## src/design/wbps_pkg.sv

```systemverilog
// ----------------------------------------------------------------------------
// Wildcard byte pattern scanner package
// Shared constants, register indexes, result modes and the item record that
// passes from the scan cells to the result pipeline.
// ----------------------------------------------------------------------------
package wbps_pkg;

	// Longest pattern and the depth of the byte window.
	localparam int MAX_PATTERN = 32;
	localparam int WIN_IDX_W   = $clog2(MAX_PATTERN);

	// Field widths fixed by the register map.
	localparam int PAT_BYTES = 32;
	localparam int PAT_IDX_W = 5;
	localparam int LEN_W     = 6;
	localparam int OFS_W     = 5;
	localparam int ADDR_W    = 64;
	localparam int WORD_W    = 32;

	// A pattern byte of this value matches any data byte.
	localparam logic [7:0] WILDCARD = 8'h00;

	// Distance from the match address to the end of the relative field.
	localparam logic [ADDR_W-1:0] WORD_BIAS = 64'd7;

	// Configuration register indexes.
	typedef enum logic [2:0] {
		REG_PAT0   = 3'd0,
		REG_PAT1   = 3'd1,
		REG_PAT2   = 3'd2,
		REG_PAT3   = 3'd3,
		REG_LENGTH = 3'd4,
		REG_MODE   = 3'd5,
		REG_OFFSET = 3'd6,
		REG_START  = 3'd7
	} cfg_reg_t;

	// Result modes; the remaining code behaves as MODE_ADDR.
	typedef enum logic [1:0] {
		MODE_ADDR = 2'd0,
		MODE_REL  = 2'd1,
		MODE_WORD = 2'd2
	} result_mode_t;

	// One result-bearing item leaving the scan cells.
	typedef struct packed {
		logic              hit;
		logic              word_ok;
		logic [WORD_W-1:0] word;
		logic [ADDR_W-1:0] seen;
	} scan_item_t;

endpackage

```

## src/design/wildcard_byte_pattern_scanner.sv

```systemverilog
// ----------------------------------------------------------------------------
// Wildcard byte pattern scanner
// Streams a memory range byte by byte through a row of scan cells and reports
// the first place where the loaded wildcard pattern matches.
// ----------------------------------------------------------------------------
// The block takes one byte per clock cycle for as long as the consumer keeps
// up; the window of 32 scan cells shifts and all cells compare in the same
// cycle as the byte is taken. A result leaves through a three-stage pipeline
// (item capture, address and word arithmetic, output register), and input
// bytes keep flowing while the output holds an unaccepted result until that
// pipeline is full. Load the pattern, length, mode, word offset and start
// address before a range begins; there is no clearing pass after reset.
module wildcard_byte_pattern_scanner (
	input  logic                          clk,
	input  logic                          arst_n,
	input  logic                          cfg_valid,
	output logic                          cfg_ready,
	input  logic [2:0]                    cfg_index,
	input  logic [wbps_pkg::ADDR_W-1:0]   cfg_data,
	input  logic                          in_valid,
	output logic                          in_stall,
	input  logic [7:0]                    data_byte,
	input  logic                          last_byte,
	output logic                          out_valid,
	input  logic                          out_stall,
	output logic                          found,
	output logic [wbps_pkg::ADDR_W-1:0]   result_value
);
	import wbps_pkg::*;

	logic [3:0][63:0]           pat_q;
	logic [LEN_W-1:0]           len_cfg_q;
	logic [1:0]                 mode_q;
	logic [OFS_W-1:0]           offset_q;
	logic [ADDR_W-1:0]          start_q;
	logic [ADDR_W-1:0]          seen_q;
	logic                       done_q;

	logic [PAT_BYTES*8-1:0]     pat_flat;
	logic [LEN_W-1:0]           len_eff;
	logic                       accept;
	logic                       shift;
	logic [ADDR_W-1:0]          seen_n;
	logic                       enough;
	logic                       hit;
	logic                       load;
	logic                       word_ok;
	logic [WORD_W-1:0]          word;
	scan_item_t                 item;
	logic [7:0]                 cell_q   [MAX_PATTERN];
	logic [7:0]                 cell_nxt [MAX_PATTERN];
	logic [MAX_PATTERN-1:0]     cell_hit;

	assign cfg_ready = 1'b1;

	// Configuration registers.
	always_ff @(posedge clk or negedge arst_n) begin
		if (!arst_n) begin
			pat_q     <= '0;
			len_cfg_q <= LEN_W'(1);
			mode_q    <= MODE_ADDR;
			offset_q  <= '0;
			start_q   <= '0;
		end else if (cfg_valid && cfg_ready) begin
			case (cfg_index)
				REG_PAT0:   pat_q[0]  <= cfg_data;
				REG_PAT1:   pat_q[1]  <= cfg_data;
				REG_PAT2:   pat_q[2]  <= cfg_data;
				REG_PAT3:   pat_q[3]  <= cfg_data;
				REG_LENGTH: len_cfg_q <= cfg_data[LEN_W-1:0];
				REG_MODE:   mode_q    <= cfg_data[1:0];
				REG_OFFSET: offset_q  <= cfg_data[OFS_W-1:0];
				REG_START:  start_q   <= cfg_data;
				default:    ;
			endcase
		end
	end

	assign pat_flat = pat_q;

	// A zero length counts as one, and a length beyond the window as full.
	always_comb begin
		if (len_cfg_q == '0) begin
			len_eff = LEN_W'(1);
		end else if (len_cfg_q > LEN_W'(MAX_PATTERN)) begin
			len_eff = LEN_W'(MAX_PATTERN);
		end else begin
			len_eff = len_cfg_q;
		end
	end

	// Handshake: the window shifts only until a range has its answer.
	assign accept = in_valid && !in_stall;
	assign shift  = accept && !done_q;

	// Row of scan cells; cell d holds the byte d places behind the newest.
	for (genvar d = 0; d < MAX_PATTERN; d++) begin : g_cell
		logic [LEN_W-1:0] pidx;
		logic [7:0]       din;

		// Cell d lines up with pattern byte length - 1 - d.
		assign pidx = len_eff - LEN_W'(d) - LEN_W'(1);

		if (d == 0) begin : g_head
			assign din = data_byte;
		end else begin : g_body
			assign din = cell_q[d-1];
		end

		wbps_cell u_cell (
			.clk    (clk),
			.arst_n (arst_n),
			.shift  (shift),
			.din    (din),
			.pat    (pat_flat[{pidx[PAT_IDX_W-1:0], 3'b000} +: 8]),
			.used   (LEN_W'(d) < len_eff),
			.dout   (cell_q[d]),
			.nxt    (cell_nxt[d]),
			.hit    (cell_hit[d])
		);
	end

	// Saturating byte count and the full-window test.
	assign seen_n = (&seen_q) ? seen_q : seen_q + ADDR_W'(1);
	assign enough = (|seen_n[ADDR_W-1:LEN_W]) || (seen_n[LEN_W-1:0] >= len_eff);
	assign hit    = enough && (&cell_hit);

	// The embedded word must lie wholly inside the matched bytes.
	assign word_ok = (LEN_W'(offset_q) + LEN_W'(4)) <= len_eff;

	// Word bytes, little-endian, picked from the cells after this shift.
	for (genvar j = 0; j < 4; j++) begin : g_word
		logic [LEN_W-1:0] widx;

		assign widx = len_eff - LEN_W'(offset_q) - LEN_W'(j) - LEN_W'(1);
		assign word[8*j +: 8] = cell_nxt[widx[WIN_IDX_W-1:0]];
	end

	// An item enters the result pipeline on a match or an unanswered end.
	assign load = shift && (hit || last_byte);

	always_comb begin
		item.hit     = hit;
		item.word_ok = word_ok;
		item.word    = word;
		item.seen    = seen_n;
	end

	// Range state: byte count and answered flag.
	always_ff @(posedge clk or negedge arst_n) begin
		if (!arst_n) begin
			seen_q <= '0;
			done_q <= 1'b0;
		end else if (accept) begin
			if (last_byte) begin
				seen_q <= '0;
				done_q <= 1'b0;
			end else if (shift) begin
				seen_q <= seen_n;
				done_q <= hit;
			end
		end
	end

	wbps_result u_result (
		.clk          (clk),
		.arst_n       (arst_n),
		.load         (load),
		.item         (item),
		.mode         (mode_q),
		.len          (len_eff),
		.start        (start_q),
		.busy         (in_stall),
		.out_valid    (out_valid),
		.out_stall    (out_stall),
		.found        (found),
		.result_value (result_value)
	);

	// A not-found result always carries a zero value.
	a_miss_zero: assert property (@(posedge clk) disable iff (!arst_n)
		out_valid && !found |-> result_value == '0)
		else $error("not-found result with non-zero value");

	// An answered range sends nothing more down the pipeline.
	a_one_answer: assert property (@(posedge clk) disable iff (!arst_n)
		done_q |-> !load)
		else $error("second result issued within one range");

	// The last byte of a range starts the next range afresh.
	a_range_end: assert property (@(posedge clk) disable iff (!arst_n)
		accept && last_byte |=> seen_q == '0 && !done_q)
		else $error("range state not cleared after last byte");

endmodule

```

## src/design/wbps_cell.sv

```systemverilog
// ----------------------------------------------------------------------------
// Scan cell
// Holds one byte of the sliding window, hands it to the next cell on every
// shift and compares the byte it is about to hold with its pattern byte.
// ----------------------------------------------------------------------------
module wbps_cell (
	input  logic       clk,
	input  logic       arst_n,
	input  logic       shift,
	input  logic [7:0] din,
	input  logic [7:0] pat,
	input  logic       used,
	output logic [7:0] dout,
	output logic [7:0] nxt,
	output logic       hit
);
	import wbps_pkg::*;

	logic [7:0] byte_q;

	// The value this cell holds after the current edge.
	assign nxt = shift ? din : byte_q;

	// A cell outside the pattern length, or under a wildcard, always agrees.
	assign hit = !used || (pat == WILDCARD) || (nxt == pat);

	assign dout = byte_q;

	// Window byte.
	always_ff @(posedge clk or negedge arst_n) begin
		if (!arst_n) begin
			byte_q <= '0;
		end else if (shift) begin
			byte_q <= din;
		end
	end

endmodule

```

## src/design/wbps_result.sv

```systemverilog
// ----------------------------------------------------------------------------
// Result pipeline
// Three registered stages that turn a scan item into the found flag and the
// result value, with a held output register towards the consumer.
// ----------------------------------------------------------------------------
module wbps_result (
	input  logic                         clk,
	input  logic                         arst_n,
	input  logic                         load,
	input  wbps_pkg::scan_item_t         item,
	input  logic [1:0]                   mode,
	input  logic [wbps_pkg::LEN_W-1:0]   len,
	input  logic [wbps_pkg::ADDR_W-1:0]  start,
	output logic                         busy,
	output logic                         out_valid,
	input  logic                         out_stall,
	output logic                         found,
	output logic [wbps_pkg::ADDR_W-1:0]  result_value
);
	import wbps_pkg::*;

	logic                valid_s1;
	scan_item_t          item_s1;
	logic                valid_s2;
	logic                found_s2;
	logic [ADDR_W-1:0]   addr_s2;
	logic [ADDR_W-1:0]   sx_s2;
	logic [ADDR_W-1:0]   rel_s2;
	logic                out_valid_q;
	logic                found_q;
	logic [ADDR_W-1:0]   value_q;
	logic                adv_out;
	logic                adv_s2;
	logic                word_mode;
	logic [ADDR_W-1:0]   sx;
	logic [ADDR_W-1:0]   value_d;

	// Each stage moves on when the one after it is empty or moving.
	assign adv_out = !out_valid_q || !out_stall;
	assign adv_s2  = !valid_s2 || adv_out;
	assign busy    = valid_s1 && !adv_s2;

	// Modes that read the embedded word.
	always_comb begin
		case (mode)
			MODE_REL, MODE_WORD: word_mode = 1'b1;
			default:             word_mode = 1'b0;
		endcase
	end

	assign sx = {{(ADDR_W - WORD_W){item_s1.word[WORD_W-1]}}, item_s1.word};

	// Final selection of the result value.
	always_comb begin
		if (!found_s2) begin
			value_d = '0;
		end else begin
			case (mode)
				MODE_REL:  value_d = addr_s2 + rel_s2;
				MODE_WORD: value_d = sx_s2;
				default:   value_d = addr_s2;
			endcase
		end
	end

	// Stage valid flags.
	always_ff @(posedge clk or negedge arst_n) begin
		if (!arst_n) begin
			valid_s1    <= 1'b0;
			valid_s2    <= 1'b0;
			out_valid_q <= 1'b0;
		end else begin
			if (!busy) begin
				valid_s1 <= load;
			end
			if (adv_s2) begin
				valid_s2 <= valid_s1;
			end
			if (adv_out) begin
				out_valid_q <= valid_s2;
			end
		end
	end

	// Stage one: the captured scan item.
	always_ff @(posedge clk) begin
		if (!busy && load) begin
			item_s1 <= item;
		end
	end

	// Stage two: match address, sign-extended word and its biased form.
	always_ff @(posedge clk) begin
		if (adv_s2 && valid_s1) begin
			found_s2 <= item_s1.hit && (!word_mode || item_s1.word_ok);
			addr_s2  <= start + item_s1.seen - ADDR_W'(len);
			sx_s2    <= sx;
			rel_s2   <= sx + WORD_BIAS;
		end
	end

	// Output register, held while the consumer stalls.
	always_ff @(posedge clk) begin
		if (adv_out && valid_s2) begin
			found_q <= found_s2;
			value_q <= value_d;
		end
	end

	assign out_valid    = out_valid_q;
	assign found        = found_q;
	assign result_value = value_q;

endmodule
```

## config.mk

```make
export PLATFORM = sky130hd
export DESIGN_NAME = wildcard_byte_pattern_scanner
export DESIGN_NICKNAME = d
export VERILOG_FILES = /design/src/design/wbps_pkg.sv /design/src/design/wildcard_byte_pattern_scanner.sv /design/src/design/wbps_cell.sv /design/src/design/wbps_result.sv
export SDC_FILE = /design/constraint.sdc
export NUM_CORES = 2
export LEC_CHECK = 0
export ABC_AREA = 0
export BUFFER_PORTS_ARGS = -buffer_cell sky130_fd_sc_hd__buf_2
export CORE_ASPECT_RATIO = 1.4
export CORE_MARGIN = 5
export CORE_UTILIZATION = 24
export DETAILED_ROUTE_END_ITERATION = 16
export SLEW_MARGIN = 20
export SYNTH_ARGS = -nofsm -noshare
export SYNTH_HDL_FRONTEND = slang
export SYNTH_SLANG_ARGS = --single-unit
export TNS_END_PERCENT = 1
```

## constraint.sdc

```tcl
create_clock -name clk -period 12.26 [get_ports clk]
set_input_delay 1.839 -clock clk [delete_from_list [all_inputs] [get_ports clk]]
set_output_delay 1.839 -clock clk [all_outputs]
set_load 0.005 [all_outputs]
```

Yosys cells after proc, flatten, opt, wreduce, memory -nomap -nowiden. Index checks and enable logic that the tools add are counted.

Flip-flop bits (word level): 981. Input bits: 81. Output and inout port bits: 68. Logic and storage cells: 464.

Add/sub/neg operators: 75. Magnitude comparators: 39. Equal/unequal tests: 41. Shifts and indexed selects: 32. Mux-type cells: 53. Bitwise logic cells: 4. Reduce and logical (&&, ||, !) cells: 165.

Operators by type and width (number): 256-bit by 9-bit indexed part select with 8-bit output (32); 8-bit two-way mux (40); 8-bit equality test (32); 8-bit logical NOT (32); 64-bit two-way mux (3); 5-bit by 1-bit subtractor with 5-bit output (second input constant) (36); 8-bit binary-select mux with 5-bit select (4); 64-bit adder (2); 64-bit case mux with 2 select lines (1); 5-bit by 6-bit less-than comparator with 1-bit output (first input constant) (16); 5-bit subtractor (second input constant) (16); 1-bit logical OR (69); 64-bit by 1-bit adder with 64-bit output (second input constant) (1); 64-bit AND reduction (1); 64-bit by 6-bit subtractor with 64-bit output (1); 58-bit OR reduction (1); 4-bit by 6-bit less-than comparator with 1-bit output (first input constant) (8); 5-bit by 4-bit subtractor with 5-bit output (second input constant) (8); 1-bit logical NOT (39); 32-bit by 4-bit adder with 33-bit output (second input constant) (1); 32-bit AND reduction (1); 6-bit >= comparator (second input constant) (4); 3-bit by 6-bit less-than comparator with 1-bit output (first input constant) (4); 5-bit inverter with 6-bit output (4); 22 further kinds (53).

Longest topological paths before layout.
Depth in word-level cells: 16. Depth in mapped cells: 28.

Modules after synthesis. From an unflattened synthesis, not the netlist that was laid out.

Cells, all modules: 7541. Area total of the unflattened synthesis: 77614.4 µm².

By module, submodules not included: wildcard_byte_pattern_scanner (instances 1, cells an instance 4512, area an instance 43161.4 µm², sequential area each 9960.8 µm²); wbps_result (instances 1, cells an instance 2037, area an instance 20039.2 µm², sequential area each 8873.5 µm²); wbps_cell (instances 32, cells an instance 31, area an instance 450.4 µm², sequential area each 200.2 µm²).

Least setup slack after synthesis. Ideal clock, no wire load.

Path kind: register to register. Start: register len_cfg_q[2]. End: register u_result.item_s1[0] (netlist bit), enable pin. Arrival time: 9.810 ns. Setup slack: 1.894 ns. Cell stages (with the launch flop): 22. Buffers on the path: 6. Clock period less this slack: 10.366 ns. Cells stage by stage: dfrtp_1 > nor2b_1 > buf_2 > clkbuf_1 > clkbuf_1 > buf_1 > ha_1 > buf_1 > inv_1 > xnor2_1 > buf_1 > mux4_2 > or4_1 > nor2_1 > nand2_1 > nand3_1 > a31oi_1 > a2111oi_2 > o2111ai_1 > nor4_2 > a21oi_1 > nor2_1.

Word-level cells in the longest chain between the ends: 14. Elaborated cells between the ends (all ways): 297. Classes of those cells: add/sub: 62; order compare: 34; eq/ne: 32; shift: 32; mux: 2; reduce/logical: 135.

Ends and longest elaborated chain: from (decl) (RTL line wildcard_byte_pattern_scanner.sv:32) `logic [LEN_W-1:0] len_cfg_q;`; from (signal assigned) (RTL line wildcard_byte_pattern_scanner.sv:70) `REG_LENGTH: len_cfg_q <= cfg_data[LEN_W-1:0];`; 6-bit > comparator (RTL line wildcard_byte_pattern_scanner.sv:85) `end else if (len_cfg_q > LEN_W'(MAX_PATTERN)) begin`; 6-bit two-way mux (RTL line wildcard_byte_pattern_scanner.sv:85); 6-bit two-way mux (*) (RTL line wildcard_byte_pattern_scanner.sv:83) `if (len_cfg_q == '0) begin`; 5-bit by 1-bit subtractor with 5-bit output, or another cell as far along (RTL line wildcard_byte_pattern_scanner.sv:102) `assign pidx = len_eff - LEN_W'(d) - LEN_W'(1);`; 5-bit by 1-bit subtractor with 5-bit output (RTL line wildcard_byte_pattern_scanner.sv:102); 256-bit by 9-bit indexed part select with 8-bit output (RTL line wildcard_byte_pattern_scanner.sv:115) `.pat (pat_flat[{pidx[PAT_IDX_W-1:0], 3'b000} +: 8]),`; 8-bit logical NOT (RTL line wbps_cell.sv:25) `assign hit = !used || (pat == WILDCARD) || (nxt == pat);`; 1-bit logical OR (2 in series) (RTL line wbps_cell.sv:25); 32-bit AND reduction (RTL line wildcard_byte_pattern_scanner.sv:126) `assign hit = enough && (&cell_hit);`; 1-bit logical AND (*) (RTL line wildcard_byte_pattern_scanner.sv:126); 1-bit logical OR (*) (RTL line wildcard_byte_pattern_scanner.sv:140) `assign load = shift && (hit || last_byte);`; 1-bit logical AND (*) (RTL line wildcard_byte_pattern_scanner.sv:140); 1-bit logical AND (*) (RTL line wbps_result.sv:87) `if (!busy && load) begin`; to (signal assigned) (RTL line wbps_result.sv:88) `item_s1 <= item;`; to (decl) (RTL line wbps_result.sv:23) `scan_item_t item_s1;`.

Every way passes the cells marked *; elsewhere a longest branch is shown, timed or not. A chain may end at the register's enable or synchronous reset.

Final worst setup path.
Start: register len_cfg_q[3]. End: register u_result.item_s1[63] (netlist bit), enable pin.

Same word-level chain as after synthesis.

==> results.md <==
- Hold WS: around 500 ps
- Layout Skew: ~63 ps
- Count leader, synth: mux2i_1
- Pleak: around 37 nW
- Drc violations: 0
- Worst VDD drop: roughly 0.27 mV
- Overall Global Routing Usage: 0.269
- Count of pins over their slew limit: 0
- Routability congestion estimate: 1.09
- Worst path most repeated cell: buf_4
- Port buffer count: 147
- Vias: 75900
- # fillers: 35600
- Slowest cell on the critical path: nor4_1
- CTS tree: built
- CTS-repair resized insts: 0
- DRT iter0 DRCs: 9212
- First-pass GRT wire length: between 600000 and 700000 microns
- Htree depth: 3
- Post-Route WL: between 400000 and 500000 microns
- Cell Area, Synth: 0.0803 sq mm
- FF-to-FF End: u_result.item_s1[63]$_DFFE_PP_
- Placed Instances: 12600
- Fin nets: 8587
- Multi-input gate area: 0.0509 sq mm
- Synth cell count leaders: 842 x mux2i_1, 656 x dfrtp_1, 640 x inv_1, 503 x xnor2_1, 439 x nand2_1
- Total CTS buffers: 97
- Biggest area consumer among synthesized cells: dfrtp_1
- Crit path time final: 9820 ps
- Post-route insts no fill: 12900
- Critical Path Start Type: flop
- Wire per inst: ~38 microns
- Clock Latency Late Sink: 800 ps
- Layout cells sized above 1: 0.194
- WHS Endpoint: start_q[7]$_DFFE_PN0P_
- Min-delay src: start_q[7]$_DFFE_PN0P_
- Top cells by area, synth: dfrtp_1 20%, edfxtp_1 11%, mux2i_1 10%, mux4_2 7.3%, mux2_2 5.9%
- Row count: 251
- R2r startpoint: len_cfg_q[3]$_DFFE_PN0P_
- DR vias/cell: just under 6
- RSZ-0062 raised after global routing: no
- Initial antenna violation count: 68
- Run status: completed
- Core Area: around 0.33 sq mm
- Starting density of the core: 0.241
- Post-synthesis sequential area ratio: 0.314
- CTS root buf: clkbuf_16
- Clock buffer depth: 3
- Post-CTS setup buffers: 0
- Tcrit/Tclk final: 0.801
- Synthesized area per cell: 9.68 sq um
- Clock transition at the registers of the reported paths: approximately 80 ps
- Worst Hold Class: flop to flop
- Setup CP Type: flop to flop
- Syn_nets: 8600
- Worst Path Required: roughly 13000 ps
- Hpwl dp: 391000 microns
- Largest net degree at the start of global routing: about 130
- # hold bufs at CTS: 0
- R2R cell count: 24
- 1st-pass router iterations: 11
- Crit path DAT: 10200 ps
- Worst Tran Pin Value: 1350 ps
- Slew HR: 0.0998
- CP max stage delay: 970 ps
- Die height: 694 microns
- Max-cap violations: 0
- Setup violators final: 0
- Post-Syn Instances: approximately 8300
- Number of flops mapped to enable cells by yosys: 293
- Yosys reg bits: 950
- Final Hold Vio Count: 0
- CP max FO: 97
- Synth top area share: 0.204
- CTS sink count: 950
- Fmax: 102 MHz
- PD cells: roughly 330 mW/mm^2
- Total grt overflow: 0
- CP Capture Type: flop
- Die area: 0.346 sq mm
- Top-level I/O count: 149
- Yosys warnings: 0
- Worst reg-to-reg setup slack: 2440 ps
- Async SR Flop Fraction: 0.692
- Hold depth: 1
- TNS Setup: 0 ps
- Library cells used by synthesis: 102
- Crit path cell chain: buf_4, nor4_4, o21ai_4, inv_4, ha_2, buf_4, nor2_2, buf_4, o21ai_4, buf_4, mux2i_1, mux2i_1, a22o_1, nor4_1, xnor2_1, nor4_1, a41oi_1, a2111oi_2, o2111ai_1, nor4_2, buf_4, a21oi_1, nor2_4, buf_12
- Ys flop type: dfrtp_1
- Die width: 499 microns
- Synthesis-to-finish area growth: 13.5%
- Reg area: ~0.025 sq mm
- Antenna viol nets, final: 0
- Vias in the first global route: 72800
-- routing by layer --
layer / share of wire / GRT usage / vias up
met1: 0.35 / 0.291 / 38100
met5: 0.00030 / 0 / -
met2: 0.44 / 0.419 / 4704
met3: 0.087 / 0.0684 / 1750
li1: - / - / 31400
met4: 0.13 / 0.271 / 22
-- worst max-delay path, delay by kind of cell (launching register included) --
kind,cells,cell delay [ps]
compound gates,7,2070
xor+xnor,1,120
fa+ha+maj,1,600
buf+inv,7,2750
flops,1,360
mux,2,540
simple gates,6,2600
-- how the worst max path moves through the flow --
| stage | start | slack (ps) | depth (start not counted) | endpoint |
|---|---|---|---|---|
| finish | len_cfg_q[3]$_DFFE_PN0P_ | 2440 | 24 | u_result.item_s1[63]$_DFFE_PP_ |
| global route | len_cfg_q[3]$_DFFE_PN0P_ | 2450 | 24 | u_result.item_s1[62]$_DFFE_PP_ |
| CTS | len_cfg_q[3]$_DFFE_PN0P_ | 2800 | 24 | u_result.item_s1[58]$_DFFE_PP_ |
| detailed placement | len_cfg_q[3]$_DFFE_PN0P_ | 2870 | 24 | u_result.item_s1[60]$_DFFE_PP_ |
| global placement | len_cfg_q[3]$_DFFE_PN0P_ | 2960 | 24 | u_result.item_s1[58]$_DFFE_PP_ |
| floorplan | len_cfg_q[2]$_DFFE_PN0P_ | 1890 | 21 | u_result.item_s1[0]$_DFFE_PP_ |
-- report_power, final --
group	leakage, nW	internal (W)	total [W]	switching (W)
sequential	10.9	0.00427	0.00517	0.000898
combinational	24.8	0.00730	0.0220	0.0147
clock	1.70	0.00186	0.00336	0.00150
-- cell families (layout without fill, tap and decap cells) --
group	count (synthesis)	in the layout	synth area share
AO/OA/AOI/OAI	2017	2017	0.180
AND/OR/NAND/NOR	1779	1779	0.109
multiplexers	1527	1527	0.238
buffers and inverters	1226	1297	0.0608
flip-flops	950	950	0.314
XOR/XNOR	577	577	0.0629
adder cells (fa/ha/maj)	221	221	0.0350
other	1	82	0.0000467
-- cells in the final DEF, fill, tap and decap left out, types with 293 or more instances in the layout --
master    instances
a21oi_1         375
buf_4           301
dfrtp_1         654
edfxtp_1        293
inv_1           637
mux2_2          423
mux2i_1         812
nand2_1         439
nor2_1          394
o21ai_0         366
xnor2_1         489
-- layout make-up --
| cell class | instances | area share |
|---|---|---|
| Antenna cell | 81 | 0.00222 |
| Clock buffer | 121 | 0.0290 |
| Clock inverter | 62 | 0.00959 |
| Inverter | 648 | 0.0268 |
| Multi-Input combinational cell | 6122 | 0.558 |
| Sequential cell | 950 | 0.277 |
| Tap cell | 4427 | 0.0607 |
| Timing Repair Buffer | 466 | 0.0366 |
-- state kept, by name, summed over array words and instances (netlist names), 2 cells and up --
name                   cells
g_cell.u_cell.dout       256
pat_flat                 256
u_result.item_s1          98
seen_q                    64
start_q                   64
u_result.addr_s2          64
u_result.result_value     64
u_result.rel_s2           33
u_result.sx_s2            32
len_cfg_q                  6
offset_q                   5
mode_q                     2
-- metrics by stage --
step	instance area [sq um]	utilization	total power (W)	setup slack, ps
final	91200	0.273	0.0305	2440
after global routing	91100	0.273	0.0310	2450
after CTS	90900	0.272	0.0297	2800
after detailed placement	87300	0.262	0.0263	2870
after global placement	87300	0.262	0.0263	2960
after floorplan	80300	-	0.0167	1890
Power figures use the tool's default switching activity.
